[src/rtl/assert_macros.svh]
// ---------------------------------------------------------------------------
// Assertion macros
// Shared concurrent assertion wrappers. Defining NO_ASSERTIONS compiles them
// away. The macros sample on clk_i and are disabled while rst_ni is low.
// ---------------------------------------------------------------------------
`ifndef ASSERT_MACROS_SVH
`define ASSERT_MACROS_SVH
`ifndef NO_ASSERTIONS
// Property must hold at every clock edge outside reset.
`define ASSERT_PROP(lbl, prop, msg) \
  lbl: assert property (@(posedge clk_i) disable iff (!rst_ni) (prop)) else $error(msg);
// Expression must never be true at a clock edge outside reset.
`define ASSERT_NEVER(lbl, expr, msg) \
  lbl: assert property (@(posedge clk_i) disable iff (!rst_ni) !(expr)) else $error(msg);
`else
`define ASSERT_PROP(lbl, prop, msg)
`define ASSERT_NEVER(lbl, expr, msg)
`endif
`endif

[src/rtl/carl_pkg.sv]
// ---------------------------------------------------------------------------
// carl_pkg
// Types and constants shared by the command link sender modules.
// ---------------------------------------------------------------------------
package carl_pkg;

  // Default depth of the result queue.
  localparam int unsigned RESULT_QUEUE_DEPTH_DEF = 4;

  // Stream payload widths.
  localparam int unsigned IN_DATA_W  = 88;
  localparam int unsigned IN_USER_W  = 2;
  localparam int unsigned OUT_USER_W = 1;

  // Configuration port.
  localparam int unsigned CFG_ADDR_W = 1;
  localparam int unsigned CFG_DATA_W = 16;
  localparam logic [CFG_ADDR_W-1:0] CFG_ACK_TIMEOUT = 1'b0;
  localparam logic [CFG_ADDR_W-1:0] CFG_RETRY_LIMIT = 1'b1;
  localparam logic [15:0] ACK_TIMEOUT_RST = 16'd1000;
  localparam logic [3:0]  RETRY_LIMIT_RST = 4'd3;

  // Result types held in the queue.
  localparam logic RES_ACK     = 1'b0;
  localparam logic RES_TIMEOUT = 1'b1;

  // Input item kinds.
  typedef enum logic [1:0] {
    KIND_SUBMIT = 2'd0,
    KIND_TICK   = 2'd1,
    KIND_ACK    = 2'd2,
    KIND_TAKE   = 2'd3
  } kind_e;

  // Link state: no command, command waiting for the radio, waiting for an ack.
  typedef enum logic [2:0] {
    ST_IDLE  = 3'b001,
    ST_READY = 3'b010,
    ST_WAIT  = 3'b100
  } link_state_e;

  // One input item.
  typedef struct packed {
    kind_e       kind;
    logic        frame_good;
    logic [15:0] cmd_id;
    logic [7:0]  actuator_sel;
    logic [7:0]  ack_code;
    logic [15:0] ack_actual;
    logic [31:0] now_ms;
    logic        radio_ready;
  } item_t;

  // One queued result entry.
  typedef struct packed {
    logic        kind;
    logic [15:0] cmd_id;
    logic [7:0]  actuator;
    logic        ack_code;
    logic [15:0] actual;
  } result_t;

  localparam int unsigned RESULT_W = $bits(result_t);

  // Push request from the link control to the queue.
  typedef struct packed {
    logic    en;
    result_t entry;
  } push_t;

  // Per-item status from the link control.
  typedef struct packed {
    logic        accepted;
    logic        send_now;
    logic [3:0]  send_retry;
    logic [15:0] send_cmd_id;
    logic        busy;
  } ctrl_out_t;

  // Per-item status from the queue.
  typedef struct packed {
    logic    took;
    logic    dropped;
    result_t taken;
  } queue_stat_t;

endpackage

[src/rtl/carl_ram.sv]
// ---------------------------------------------------------------------------
// carl_ram
// Generic single-write, single-read RAM with a registered read port.
// ---------------------------------------------------------------------------
module carl_ram #(
  parameter int unsigned WIDTH = 8,
  parameter int unsigned DEPTH = 4,
  localparam int unsigned AW = (DEPTH > 1) ? $clog2(DEPTH) : 1
) (
  input  logic             clk_i,
  input  logic             we_i,
  input  logic [AW-1:0]    waddr_i,
  input  logic [WIDTH-1:0] wdata_i,
  input  logic [AW-1:0]    raddr_i,
  output logic [WIDTH-1:0] rdata_o
);

  logic [WIDTH-1:0] mem_q [DEPTH];
  logic [WIDTH-1:0] rdata_q;

  // Write port and registered read port; contents have no reset.
  always_ff @(posedge clk_i) begin
    if (we_i) begin
      mem_q[waddr_i] <= wdata_i;
    end
    rdata_q <= mem_q[raddr_i];
  end

  assign rdata_o = rdata_q;

endmodule

[src/rtl/carl_queue.sv]
// ---------------------------------------------------------------------------
// carl_queue
// Result FIFO: head and fill counters around a RAM. The RAM always reads the
// head that the next item will see; a write to that slot is bypassed.
// ---------------------------------------------------------------------------
module carl_queue import carl_pkg::*; #(
  parameter int unsigned DEPTH = RESULT_QUEUE_DEPTH_DEF,
  localparam int unsigned AW = (DEPTH > 1) ? $clog2(DEPTH) : 1,
  localparam int unsigned FW = $clog2(DEPTH + 1)
) (
  input  logic          clk_i,
  input  logic          rst_ni,
  input  logic          step_en_i,
  input  logic          take_i,
  input  push_t         push_i,
  output queue_stat_t   stat_o,
  output logic [FW-1:0] level_o
);

  localparam int unsigned SW = FW + 1;
  localparam logic [SW-1:0] DEPTH_S = SW'(DEPTH);
  localparam logic [FW-1:0] DEPTH_F = FW'(DEPTH);
  localparam logic [AW-1:0] LAST_A  = AW'(DEPTH - 1);

  logic [AW-1:0] head_q, head_d;
  logic [FW-1:0] fill_q, fill_d;
  result_t       byp_q, byp_d;
  logic          byp_use_q, byp_use_d;
  logic          full, pop, wr_en;
  logic [SW-1:0] slot_sum;
  logic [AW-1:0] wr_addr;
  result_t       rd_data, head_entry;

  assign full = (fill_q == DEPTH_F);
  assign pop  = step_en_i && take_i && (fill_q != '0);

  // Tail slot is head plus fill, wrapped once.
  assign slot_sum = SW'(head_q) + SW'(fill_q);
  assign wr_addr  = (slot_sum >= DEPTH_S) ? AW'(slot_sum - DEPTH_S) : AW'(slot_sum);
  assign wr_en    = step_en_i && push_i.en && !full;

  // Counter updates.
  always_comb begin
    head_d = head_q;
    fill_d = fill_q;
    if (pop) begin
      head_d = (head_q == LAST_A) ? '0 : head_q + 1'b1;
      fill_d = fill_q - 1'b1;
    end else if (wr_en) begin
      fill_d = fill_q + 1'b1;
    end
  end

  // Bypass when the slot written now is the one read for the next item.
  assign byp_use_d = wr_en && (wr_addr == head_d);
  assign byp_d     = byp_use_d ? push_i.entry : byp_q;

  always_ff @(posedge clk_i or negedge rst_ni) begin
    if (!rst_ni) begin
      head_q    <= '0;
      fill_q    <= '0;
      byp_use_q <= 1'b0;
    end else begin
      head_q    <= head_d;
      fill_q    <= fill_d;
      byp_use_q <= byp_use_d;
    end
  end

  always_ff @(posedge clk_i) begin
    byp_q <= byp_d;
  end

  carl_ram #(
    .WIDTH (RESULT_W),
    .DEPTH (DEPTH)
  ) u_store (
    .clk_i   (clk_i),
    .we_i    (wr_en),
    .waddr_i (wr_addr),
    .wdata_i (push_i.entry),
    .raddr_i (head_d),
    .rdata_o (rd_data)
  );

  assign head_entry = byp_use_q ? byp_q : rd_data;

  // Status of this item; taken fields are zero unless a result was popped.
  always_comb begin
    stat_o.took    = pop;
    stat_o.dropped = step_en_i && push_i.en && full;
    stat_o.taken   = pop ? head_entry : '0;
  end

  assign level_o = fill_d;

endmodule

[src/rtl/carl_ctrl.sv]
// ---------------------------------------------------------------------------
// carl_ctrl
// Stop-and-wait control: holds the pending command, sends it on ticks,
// re-sends after the ack timeout and gives up after the retry limit.
// ---------------------------------------------------------------------------
module carl_ctrl import carl_pkg::*; (
  input  logic        clk_i,
  input  logic        rst_ni,
  input  logic        step_en_i,
  input  item_t       item_i,
  input  logic [15:0] ack_timeout_i,
  input  logic [3:0]  retry_limit_i,
  output push_t       push_o,
  output ctrl_out_t   ctrl_o
);

  link_state_e state_q, state_d;
  logic [15:0] pend_id_q, pend_id_d;
  logic [7:0]  pend_act_q, pend_act_d;
  logic [3:0]  retry_q, retry_d;
  logic [31:0] sent_q, sent_d;
  logic [31:0] elapsed;
  logic        timed_out, ack_match;

  // Wrap-safe elapsed time; a negative difference is not a timeout.
  assign elapsed   = item_i.now_ms - sent_q;
  assign timed_out = !elapsed[31] && (elapsed >= 32'(ack_timeout_i));
  assign ack_match = item_i.frame_good && (item_i.cmd_id == pend_id_q)
                     && (item_i.ack_code[7:1] == '0);

  always_comb begin
    state_d    = state_q;
    pend_id_d  = pend_id_q;
    pend_act_d = pend_act_q;
    retry_d    = retry_q;
    sent_d     = sent_q;
    push_o     = '0;
    ctrl_o     = '0;
    push_o.entry.cmd_id   = pend_id_q;
    push_o.entry.actuator = pend_act_q;
    if (step_en_i) begin
      case (item_i.kind)
        KIND_SUBMIT: begin
          if (item_i.frame_good && state_q == ST_IDLE) begin
            pend_id_d       = item_i.cmd_id;
            pend_act_d      = item_i.actuator_sel;
            retry_d         = '0;
            state_d         = ST_READY;
            ctrl_o.accepted = 1'b1;
          end
        end
        KIND_TICK: begin
          case (state_q)
            ST_READY: begin
              if (item_i.radio_ready) begin
                state_d            = ST_WAIT;
                sent_d             = item_i.now_ms;
                ctrl_o.send_now    = 1'b1;
                ctrl_o.send_retry  = retry_q;
                ctrl_o.send_cmd_id = pend_id_q;
              end
            end
            ST_WAIT: begin
              if (timed_out) begin
                if (retry_q < retry_limit_i) begin
                  retry_d = retry_q + 1'b1;
                  state_d = ST_READY;
                  if (item_i.radio_ready) begin
                    state_d            = ST_WAIT;
                    sent_d             = item_i.now_ms;
                    ctrl_o.send_now    = 1'b1;
                    ctrl_o.send_retry  = retry_d;
                    ctrl_o.send_cmd_id = pend_id_q;
                  end
                end else begin
                  // Out of retries: queue a timeout result.
                  push_o.en          = 1'b1;
                  push_o.entry.kind  = RES_TIMEOUT;
                  state_d            = ST_IDLE;
                end
              end
            end
            default: ;
          endcase
        end
        KIND_ACK: begin
          if (state_q != ST_IDLE && ack_match) begin
            push_o.en             = 1'b1;
            push_o.entry.kind     = RES_ACK;
            push_o.entry.ack_code = item_i.ack_code[0];
            push_o.entry.actual   = item_i.ack_actual;
            state_d               = ST_IDLE;
          end
        end
        default: ;
      endcase
    end
    ctrl_o.busy = (state_d != ST_IDLE);
  end

  always_ff @(posedge clk_i or negedge rst_ni) begin
    if (!rst_ni) begin
      state_q <= ST_IDLE;
    end else begin
      state_q <= state_d;
    end
  end

  always_ff @(posedge clk_i) begin
    pend_id_q  <= pend_id_d;
    pend_act_q <= pend_act_d;
    retry_q    <= retry_d;
    sent_q     <= sent_d;
  end

endmodule

[src/rtl/command_ack_retry_link.sv]
// ---------------------------------------------------------------------------
// command_ack_retry_link
// Stop-and-wait command sender with retry limit and a result queue.
// ---------------------------------------------------------------------------
// Items enter on the s_axis channel: tuser gives the kind (submit, tick, ack,
// take) and tdata the parsed fields. Every item produces exactly one result
// item on the m_axis channel, carrying the submit/take acceptance, any radio
// send, the taken result (its type in tuser), the busy flag, the queue level
// and the drop flag.
// An accepted item is held in an input register and evaluated into the
// result register once that register is free; its result is then offered
// on m_axis. One item per cycle is sustained while the receiver does not
// stall; the evaluation is a single pass of compares and one queue access.
// When the receiver stalls, the result register holds its item and the input
// register still takes one more item; tready falls only when both are full.
// The user must write the timeout and retry limit on the cfg port only while
// idle; the block does not enforce this. Reset leaves no pending command, an
// empty queue, a 1000 ms timeout, retry limit 3; entries need no clearing.
// ---------------------------------------------------------------------------
`include "assert_macros.svh"

module command_ack_retry_link import carl_pkg::*; #(
  parameter int unsigned RESULT_QUEUE_DEPTH = RESULT_QUEUE_DEPTH_DEF,
  localparam int unsigned LVL_W      = $clog2(RESULT_QUEUE_DEPTH + 1),
  localparam int unsigned OUT_BITS   = 65 + LVL_W,
  localparam int unsigned OUT_DATA_W = ((OUT_BITS + 7) / 8) * 8
) (
  input  logic                  clk_i,
  input  logic                  rst_ni,
  // Slave side.
  input  logic                  s_axis_tvalid,
  output logic                  s_axis_tready,
  // tdata: frame_good, cmd_id, actuator_sel, ack_code, ack_actual, now_ms,
  // radio_ready, zero fill.
  input  logic [IN_DATA_W-1:0]  s_axis_tdata,
  // tuser: kind.
  input  logic [IN_USER_W-1:0]  s_axis_tuser,
  // Master side.
  output logic                  m_axis_tvalid,
  input  logic                  m_axis_tready,
  // tdata: accepted, send_now, send_retry, send_cmd_id, out_cmd_id,
  // out_actuator, out_ack_code, out_actual, busy_res, queue_level,
  // queue_dropped, zero fill.
  output logic [OUT_DATA_W-1:0] m_axis_tdata,
  // tuser: out_kind.
  output logic [OUT_USER_W-1:0] m_axis_tuser,
  // Configuration write port.
  input  logic                  cfg_we_i,
  input  logic [CFG_ADDR_W-1:0] cfg_addr_i,
  input  logic [CFG_DATA_W-1:0] cfg_wdata_i
);

  // Result register contents.
  typedef struct packed {
    logic        accepted;
    logic        send_now;
    logic [3:0]  send_retry;
    logic [15:0] send_cmd_id;
    logic        out_kind;
    logic [15:0] out_cmd_id;
    logic [7:0]  out_actuator;
    logic        out_ack_code;
    logic [15:0] out_actual;
    logic        busy_res;
    logic        queue_dropped;
  } res_t;

  logic        [15:0] ack_timeout_q;
  logic        [3:0]  retry_limit_q;
  item_t              in_q, in_d;
  logic               in_vld_q, in_vld_d;
  res_t               res_q, res_d;
  logic [LVL_W-1:0]   lvl_q, lvl_d;
  logic               res_vld_q, res_vld_d;
  logic               s_fire, m_fire, step_en;
  push_t              push;
  ctrl_out_t          ctrl;
  queue_stat_t        qstat;

  // Configuration registers.
  always_ff @(posedge clk_i or negedge rst_ni) begin
    if (!rst_ni) begin
      ack_timeout_q <= ACK_TIMEOUT_RST;
      retry_limit_q <= RETRY_LIMIT_RST;
    end else if (cfg_we_i) begin
      case (cfg_addr_i)
        CFG_ACK_TIMEOUT: ack_timeout_q <= cfg_wdata_i;
        CFG_RETRY_LIMIT: retry_limit_q <= cfg_wdata_i[3:0];
        default: ;
      endcase
    end
  end

  // Handshake: an item is evaluated when the result register is free.
  assign step_en       = in_vld_q && (!res_vld_q || m_axis_tready);
  assign s_axis_tready = !in_vld_q || step_en;
  assign s_fire        = s_axis_tvalid && s_axis_tready;
  assign m_fire        = m_axis_tvalid && m_axis_tready;

  // Input register unpacking.
  always_comb begin
    in_d = in_q;
    if (s_fire) begin
      in_d.kind         = kind_e'(s_axis_tuser);
      in_d.frame_good   = s_axis_tdata[0];
      in_d.cmd_id       = s_axis_tdata[16:1];
      in_d.actuator_sel = s_axis_tdata[24:17];
      in_d.ack_code     = s_axis_tdata[32:25];
      in_d.ack_actual   = s_axis_tdata[48:33];
      in_d.now_ms       = s_axis_tdata[80:49];
      in_d.radio_ready  = s_axis_tdata[81];
    end
  end

  assign in_vld_d  = s_fire ? 1'b1 : (step_en ? 1'b0 : in_vld_q);
  assign res_vld_d = step_en ? 1'b1 : (m_fire ? 1'b0 : res_vld_q);

  carl_ctrl u_ctrl (
    .clk_i         (clk_i),
    .rst_ni        (rst_ni),
    .step_en_i     (step_en),
    .item_i        (in_q),
    .ack_timeout_i (ack_timeout_q),
    .retry_limit_i (retry_limit_q),
    .push_o        (push),
    .ctrl_o        (ctrl)
  );

  carl_queue #(
    .DEPTH (RESULT_QUEUE_DEPTH)
  ) u_queue (
    .clk_i     (clk_i),
    .rst_ni    (rst_ni),
    .step_en_i (step_en),
    .take_i    (in_q.kind == KIND_TAKE),
    .push_i    (push),
    .stat_o    (qstat),
    .level_o   (lvl_d)
  );

  // Result assembly.
  always_comb begin
    res_d = res_q;
    if (step_en) begin
      res_d.accepted      = ctrl.accepted || qstat.took;
      res_d.send_now      = ctrl.send_now;
      res_d.send_retry    = ctrl.send_retry;
      res_d.send_cmd_id   = ctrl.send_cmd_id;
      res_d.out_kind      = qstat.taken.kind;
      res_d.out_cmd_id    = qstat.taken.cmd_id;
      res_d.out_actuator  = qstat.taken.actuator;
      res_d.out_ack_code  = qstat.taken.ack_code;
      res_d.out_actual    = qstat.taken.actual;
      res_d.busy_res      = ctrl.busy;
      res_d.queue_dropped = qstat.dropped;
    end
  end

  always_ff @(posedge clk_i or negedge rst_ni) begin
    if (!rst_ni) begin
      in_vld_q  <= 1'b0;
      res_vld_q <= 1'b0;
    end else begin
      in_vld_q  <= in_vld_d;
      res_vld_q <= res_vld_d;
    end
  end

  always_ff @(posedge clk_i) begin
    in_q <= in_d;
    res_q <= res_d;
    if (step_en) begin
      lvl_q <= lvl_d;
    end
  end

  // Output packing.
  assign m_axis_tvalid = res_vld_q;
  assign m_axis_tuser  = res_q.out_kind;
  assign m_axis_tdata  = OUT_DATA_W'({
    res_q.queue_dropped, lvl_q, res_q.busy_res, res_q.out_actual,
    res_q.out_ack_code, res_q.out_actuator, res_q.out_cmd_id,
    res_q.send_cmd_id, res_q.send_retry, res_q.send_now, res_q.accepted
  });

  // Assertions.
  `ASSERT_PROP(a_level_bound, lvl_d <= LVL_W'(RESULT_QUEUE_DEPTH),
               "queue level above depth")
  `ASSERT_NEVER(a_send_and_accept, res_vld_q && res_q.send_now && res_q.accepted,
                "send and accept reported for one item")
  `ASSERT_PROP(a_drop_when_full,
               (res_vld_q && res_q.queue_dropped) |-> (lvl_q == LVL_W'(RESULT_QUEUE_DEPTH)),
               "result dropped while queue not full")
  `ASSERT_PROP(a_step_gives_result, step_en |=> res_vld_q,
               "evaluated item did not reach the result register")

endmodule
[config.mk]
export PLATFORM = sky130hd
export DESIGN_NAME = command_ack_retry_link
export DESIGN_NICKNAME = d
export VERILOG_FILES = /design/src/rtl/carl_pkg.sv /design/src/rtl/carl_ram.sv /design/src/rtl/carl_queue.sv /design/src/rtl/carl_ctrl.sv /design/src/rtl/command_ack_retry_link.sv
export VERILOG_INCLUDE_DIRS = /design/src /design/src/rtl
export SDC_FILE = /design/constraint.sdc
export NUM_CORES = 1
export LEC_CHECK = 0
export CAP_MARGIN = 10
export CORE_MARGIN = 1.5
export CORE_UTILIZATION = 43
export CTS_BUF_LIST = sky130_fd_sc_hd__clkbuf_4 sky130_fd_sc_hd__clkbuf_8
export DETAILED_ROUTE_END_ITERATION = 7
export DONT_BUFFER_PORTS = 1
export GPL_TIMING_DRIVEN = 0
export PLACE_DENSITY_LB_ADDON = 0.05
export REMOVE_ABC_BUFFERS = 1
export SLEW_MARGIN = 0
export SYNTH_ARGS = -nofsm -noshare
export SYNTH_HDL_FRONTEND = slang
export SYNTH_SLANG_ARGS = --single-unit
[constraint.sdc]
create_clock -name clk_i -period 9 [get_ports clk_i]
set_input_delay 0.9 -clock clk_i [delete_from_list [all_inputs] [get_ports clk_i]]
set_output_delay 0.9 -clock clk_i [all_outputs]
set_load 0.05 [all_outputs]
==> run_results.csv, run 1 <==
group,metric,value,unit
routing,ant_nets,0,
routing,routed_via_density,5.241,
critical_path,rr_startpoint,"in_q[5]",
floorplan,pin_count,187,
placed_design,portBuffers,0,
cts,clkLatencyLatePin,0.66,ns
critical_path,cp_top_family,"compound AO/OA/AOI/OAI gates",
final_layout,regArea,14330,µm²
floorplan,row_count,79,
global_route,grt_max_degree,77,
final_layout,layout_commonest_cell,"edfxtp_1",
sta,fmax,177.3,MHz
routing,vias,11688,
placed_design,placed_cells,2070,
power,p_int,4.193,mW
cts,cts_tree,"yes",
routing,dr.first_iter.drc_count,788,
synth,synth-seq-area-share,0.7063,
floorplan,initial_core_util,0.4358,
synth,yosys_warnings,0,
cts,cts_buffers,85,
final_layout,postLayoutCoreUtil,0.4963,
critical_path,endpoint_kind,"register",
sta,drv_slew,0,
synth,ys_seq_elements,496,
cts,holdBufCountCts,1,
global_route,grt_pass1_wl,70120,µm
power,leakagePower,8.451,nW
final_layout,antenna_cells,0,
critical_path,critPathLaunch,"in_q[5]",
sta,setup_viol,0,
cts,postCtsSetupBuffers,0,
power,power.switching,1.682,mW
final_layout,area_delta_synth_final,13.88,%
placed_design,place.gp.congestion,0.8556,
routing,routedWlPerCell,20.87,µm
placed_design,place_hpwl,30020,µm
floorplan,core,46560,µm²
routing,drtPass1Iterations,5,
final_layout,final_cells,2230,
final_layout,mostFrequentLayoutCells,"edfxtp_1 (423), nand2_1 (236), clkbuf_8 (93), nor2_1 (73), inv_1 (64)",
hold_path,hp-class,"input port to async pin",
sta,skew,0.02843,ns
critical_path,start_kind,"register",
sta,finalCritPeriodShare,0.6266,
power,p_total,5.875,mW
critical_path,slowest_stage,"o21ai_1",
routing,routed_wl,46540,µm
sta,setup_tns,0,ns
critical_path,crit_required,9.40,ns
synth,synth_area,20290,µm²
floorplan,die_w,220.2,µm
cts,htreeDepth,3,
run,maxCapViolCount,0,
cts,cts_resized,0,
power,power_frac_seq,0.487,
synth,async_flop_share,0.06250,
routing,drcViolationCount,0,
critical_path,rrSetupSlack,3.36,ns
final_layout,drive_above_1_share,0.1411,
critical_path,critPathMaxStageDelay,0.56,ns
global_route,antenna_found_initial,6,
critical_path,path_cells,"ha_1 -> a21o_1 -> a31o_2 -> o21bai_1 -> nand2_1 -> a31oi_1 -> xnor2_1 -> ha_1 -> nand4_1 -> nor2_1 -> a311o_1 -> nor3_1 -> nand3_1 -> nor4_1 -> a211oi_1 -> o21ai_1 -> nor3_2 -> buf_8 -> buf_6 -> buf_6",
final_layout,nFillCells,4048,
critical_path,cp_max_fo,9,
critical_path,path_buf_inv,3,
final_layout,multi_input_area,5510,µm²
synth,synth_edf_count,423,
cts,clock_sinks,496,
cts,cts-root-buf,"clkbuf_8",
synth,synthCells,1491,
sta,max_slew.worst_pin.slew,0.9619,ns
sta,grt_setup_unrepaired,"no",
global_route,grtUsageTotal,0.1945,
final_layout,final_nets,1725,
global_route,overflow,0,
synth,syn_avg_cell_area,13.61,µm²
power,p_sw_frac,0.2863,
critical_path,criticalPathCategory,"register to register",
power,vdd.ir_drop.worst,0.1389,mV
cts,clock_path_buffers,3,
floorplan,die_area,48500,µm²
sta,worst_slew_margin_rel,0.3580,
power,power_density,254.3,nW/µm²
sta,min_period,5.639,ns
power,p_comb_frac,0.164,
sta,final_hold_viol_count,0,
floorplan,die_h,220.2,µm
cts,path_clk_slew,0.06,ns
global_route,grt_pass1_vias,11788,
synth,synth_ff_type,"edfxtp_1",
status,status,"completed",
synth,ys_types,75,
power,p_clk_frac,0.349,
critical_path,worstPathArrival,6.04,ns
## routing by layer
layer | routed length, µm | share of wire | vias up | track usage
met1 | 19770 | 0.42 | 5681 | 0.2386
met4 | 1886 | 0.041 | 10 | 0.09002
met5 | 79 | 0.0017 | - | 0
li1 | - | - | 5584 | -
met2 | 22450 | 0.48 | 298 | 0.3202
met3 | 2350 | 0.050 | 115 | 0.05237
## Yosys cell counts, drive strengths merged (11+ instances only)
cell type | count | area share
a21o | 16 | 0.0059
a21oi | 46 | 0.012
a31oi | 51 | 0.016
and2 | 45 | 0.015
and3 | 47 | 0.014
buf | 21 | 0.0061
clkbuf | 40 | 0.0075
dfrtp | 22 | 0.027
dfxtp | 42 | 0.041
edfxtp | 423 | 0.63
ha | 61 | 0.038
inv | 65 | 0.012
mux2i | 47 | 0.023
nand2 | 236 | 0.044
nand3 | 11 | 0.0027
nand4 | 15 | 0.0046
nor2 | 73 | 0.014
nor3 | 16 | 0.0039
o21ai | 45 | 0.011
xnor2 | 25 | 0.011
xor2 | 17 | 0.0073
## worst paths after layout
| check | endpoint | cells past startpoint |
|---|---|---|
| max in group asynchronous | u_queue.byp_use_q | 1 |
| min in group clk_i | in_q[61] | 0 |
| max | u_queue.byp_q[12] | 20 |
| max reg2reg | u_queue.byp_q[12] | 20 |
| min reg2reg | u_ctrl.pend_act_q[5] | 0 |
| min | ack_timeout_q[12] | 1 |
## registers in the layout, indices dropped and copies added (netlist names)
name and flops:
u_queue.u_store.mem_q 168, in_q 84, m_axis_tdata 65, u_queue.byp_q 42, u_queue.u_store.rdata_o 42, u_ctrl.sent_q 32
ack_timeout_q 16, u_ctrl.pend_id_q 16, u_ctrl.pend_act_q 8, retry_limit_q 4, u_ctrl.retry_q 4, lvl_q 3
u_ctrl.state_q 3, u_queue.fill_q 3, u_queue.head_q 2, in_vld_q 1, m_axis_tuser 1, m_axis_tvalid 1
u_queue.byp_use_q 1
## kinds of logic (layout without fill, tap and decap cells)
logic type	Yosys count	in the layout	share of synthesized area
compound gates	219	219	0.07006
xor+xnor	42	42	0.01813
fa+ha+maj	62	62	0.03860
buf+inv	128	257	0.02596
flops	496	496	0.7063
mux	52	52	0.02596
other cells	1	4	0.0001848
simple gates	491	491	0.1148
## power groups by stage
| stage | registers [mW] | logic (mW) | clock network, mW |
|---|---|---|---|
| 6_report | 2.86 | 0.962 | 2.05 |
| 5_1_grt | 2.88 | 1.07 | 2.22 |
| 3_3_place_gp | 2.91 | 0.919 | 0 |
| 3_5_place_dp | 2.91 | 0.968 | 0 |
| 4_1_cts | 2.87 | 0.978 | 2.12 |
| 2_1_floorplan | 2.88 | 0.630 | 0 |
## worst reg2reg max path, cell delays in order (launching register included)
cell	delay (ns)
edfxtp_1	0.40
ha_1	0.38
a21o_1	0.20
a31o_2	0.26
o21bai_1	0.24
nand2_1	0.18
a31oi_1	0.39
xnor2_1	0.17
ha_1	0.26
nand4_1	0.15
nor2_1	0.11
a311o_1	0.31
nor3_1	0.19
nand3_1	0.10
nor4_1	0.53
a211oi_1	0.19
o21ai_1	0.56
nor3_2	0.24
buf_8	0.22
buf_6	0.16
buf_6	0.16
## layout make-up
| type | instances | share of cell area |
|---|---|---|
| clock buffers | 134 | 0.06872 |
| clock inverters | 25 | 0.007202 |
| inverters | 67 | 0.01126 |
| multi-input cells | 870 | 0.2385 |
| flip-flops and latches | 496 | 0.6203 |
| well taps | 607 | 0.03287 |
| repair buffers | 31 | 0.02112 |
## through the flow
stage	setup slack [ns]	hold WS (ns)	instance area [µm²]
after detailed placement	3.108	0.4063	21330
after global routing	2.915	0.03117	23110
final	3.361	0.07911	23110
after floorplan	-4.123	0.4003	20030
after CTS	3.294	0.01554	23110
after global placement	-16.12	0.4062	20780
No activity file was read; power rests on OpenSTA's default activity.
==> run 2: changes to the inputs <==
Clock period 9 ns to 5.45 ns, I/O delays scaled along.
==> run 2 against run 1 <==
- sequential cell count stayed put
- non-clock buffer count up 108
- cell count grew 5.2%
- largest cell class unchanged
- global-route usage rose by 0.52 points
- via count increased by 4.1%
- routed wire length is 4.0% higher
==> run_results.csv, run 2 (synthesis gave the netlist of run 1 again) <==
group,metric,value,unit
sta,drv_slew,0,
final_layout,fin_area,24280,µm²
global_route,overflow,0,
hold_path,hold-path-cell-count,2,
hold_path,min_from,"m_axis_tready",
routing,wl_met1,20770,µm
sta,final_hold_viol_count,0,
routing,vias,12162,
routing,wl_met2,23490,µm
sta,grt_setup_unrepaired,"no",
final_layout,layout_commonest_cell,"edfxtp_1",
routing,drtPass1Iterations,5,
placed_design,place_ws,-0.2276,ns
power,power_density,404.3,nW/µm²
floorplan,initial_core_util,0.4358,
placed_design,dpl_cell_area,21330,µm²
placed_design,portBuffers,0,
cts,cts_tree,"yes",
hold_path,hp-class,"input port to register",
final_layout,largest-register,"u_queue.u_store.mem_q",
cts,clock_path_buffers,3,
routing,dr.first_iter.drc_count,872,
critical_path,critPathLaunch,"in_q[1]",
floorplan,die_h,220.2,µm
critical_path,start_kind,"register",
sta,fmax,194.9,MHz
critical_path,criticalPathCategory,"register to register",
cts,clkLatencyLatePin,0.66,ns
routing,ant_nets,0,
critical_path,crit_required,5.73,ns
cts,htreeDepth,3,
sta,max_slew.worst_pin.slew,0.9648,ns
critical_path,rr_startpoint,"in_q[1]",
critical_path,endpoint_kind,"register",
placed_design,place.gp.congestion,0.8556,
routing,drcViolationCount,0,
critical_path,cp_max_fo,10,
status,status,"completed",
critical_path,worstRegToRegCells,19,
final_layout,mostFrequentLayoutCells,"edfxtp_1 (423), nand2_1 (236), dlygate4sd3_1 (102), clkbuf_8 (93), nor2_1 (73)",
critical_path,worstPathArrival,5.41,ns
final_layout,drive_above_1_share,0.1406,
final_layout,area_delta_synth_final,19.65,%
routing,maxUsedRoutingLayer,"met5",
run,maxCapViolCount,0,
global_route,grt_pass1_wl,72060,µm
floorplan,core,46560,µm²
sta,setup_viol,0,
final_layout,postLayoutCoreUtil,0.5214,
routing,routed_via_density,5.186,
cts,cts_buffers,85,
final_layout,final_nets,1837,
sta,finalCritPeriodShare,0.9414,
global_route,grtUsageTotal,0.1996,
cts,path_clk_slew,0.06,ns
final_layout,largest_reg_flops,168,
floorplan,pin_count,187,
routing,routedWlPerCell,20.65,µm
cts,cts-root-buf,"clkbuf_8",
critical_path,rrSetupSlack,0.32,ns
floorplan,row_count,79,
global_route,grt_max_degree,79,
power,leakagePower,8.932,nW
floorplan,die_w,220.2,µm
floorplan,die_area,48500,µm²
placed_design,place_hpwl,30020,µm
sta,worst_slew_margin_rel,0.3560,
power,vdd.ir_drop.worst,0.2335,mV
sta,skew,0.02712,ns
global_route,grt_pass1_vias,12168,
sta,setup_slack,0.3191,ns
cts,clock_sinks,496,
routing,routed_wl,48420,µm
sta,min_period,5.131,ns
global_route,antenna_found_initial,3,
routing,wl_met3,2212,µm
[run 2: cell types whose count changed in the layout (fill, tap and decap cells not counted), moves of 2 or more]
cell / before / now
dlygate4sd3_1: 0 / 102
buf_4: 0 / 6
diode_2: 0 / 3
nand3_2: 0 / 2
o21ba_4: 1 / 3
[run 2: final cells by class]
class | instances | area [µm²]
fill | 3973 | 22280
sequential | 496 | 14330
multi-input combinational | 874 | 5607
clock buffer | 134 | 1588
timing repair buffer | 139 | 1554
tap | 607 | 759.5
inverter | 67 | 260.3
clock inverter | 25 | 166.4
antenna | 3 | 7.507
[run 2: final timing paths]
check | endpoint
max in group asynchronous | u_ctrl.state_q[0]
min in group asynchronous | ack_timeout_q[12]
worst min-delay path | m_axis_tvalid
worst max-delay path | u_ctrl.retry_q[1]
worst min register to register | u_ctrl.pend_act_q[5]
worst max register to register | u_ctrl.retry_q[1]
[run 2: stage by stage]
stage / power (mW) / instances / setup TNS (ns) / hold WS (ns)
final: 9.814 / 2345 / 0 / 0.1196
after global routing: 10.31 / 2343 / 0 / 0.08882
after CTS: 9.949 / 2334 / 0 / 0.05423
after detailed placement: 6.409 / 2070 / -5.451 / 0.2502
after global placement: 6.327 / 2040 / -2211.27 / 0.2501
after floorplan: 5.797 / 1433 / -654.64 / 0.2494
[run 2: power breakdown]
| part | leakage (nW) | switching (mW) | internal (mW) |
|---|---|---|---|
| registers | 4.83 | 0.300 | 4.43 |
| clock network | 0.933 | 1.48 | 1.91 |
| logic | 3.17 | 1.06 | 0.642 |
[run 2: timing repair]
item,4_1_cts,5_1_grt
hold buffers,103,0
cloned,2,2
endpoints found under the hold margin,136,0
buffers inserted,0,6
pin swaps,1,4
setup endpoints to repair,65,175
resized for setup,4,6
[run 2: routing by layer]
layer | track usage | vias to the layer above
met5 | 0 | -
met1 | 0.2513 | 5924
met4 | 0.08980 | 2
li1 | - | 5822
met3 | 0.04715 | 109
met2 | 0.3276 | 305
[run 2: worst max-delay path: stages (launching register included)]
cell,delay [ns]
edfxtp_1,0.35
inv_1,0.05
ha_1,0.22
fa_1,0.40
nor2b_1,0.20
o2111a_1,0.32
o211ai_1,0.21
and2_1,0.27
xnor2_1,0.14
ha_1,0.30
nand4_1,0.15
nor2_1,0.25
a311o_1,0.25
nor3_1,0.07
nand3_1,0.12
nor4_4,0.08
a31oi_1,0.32
and3b_2,0.41
mux2i_1,0.12
nor3_1,0.53
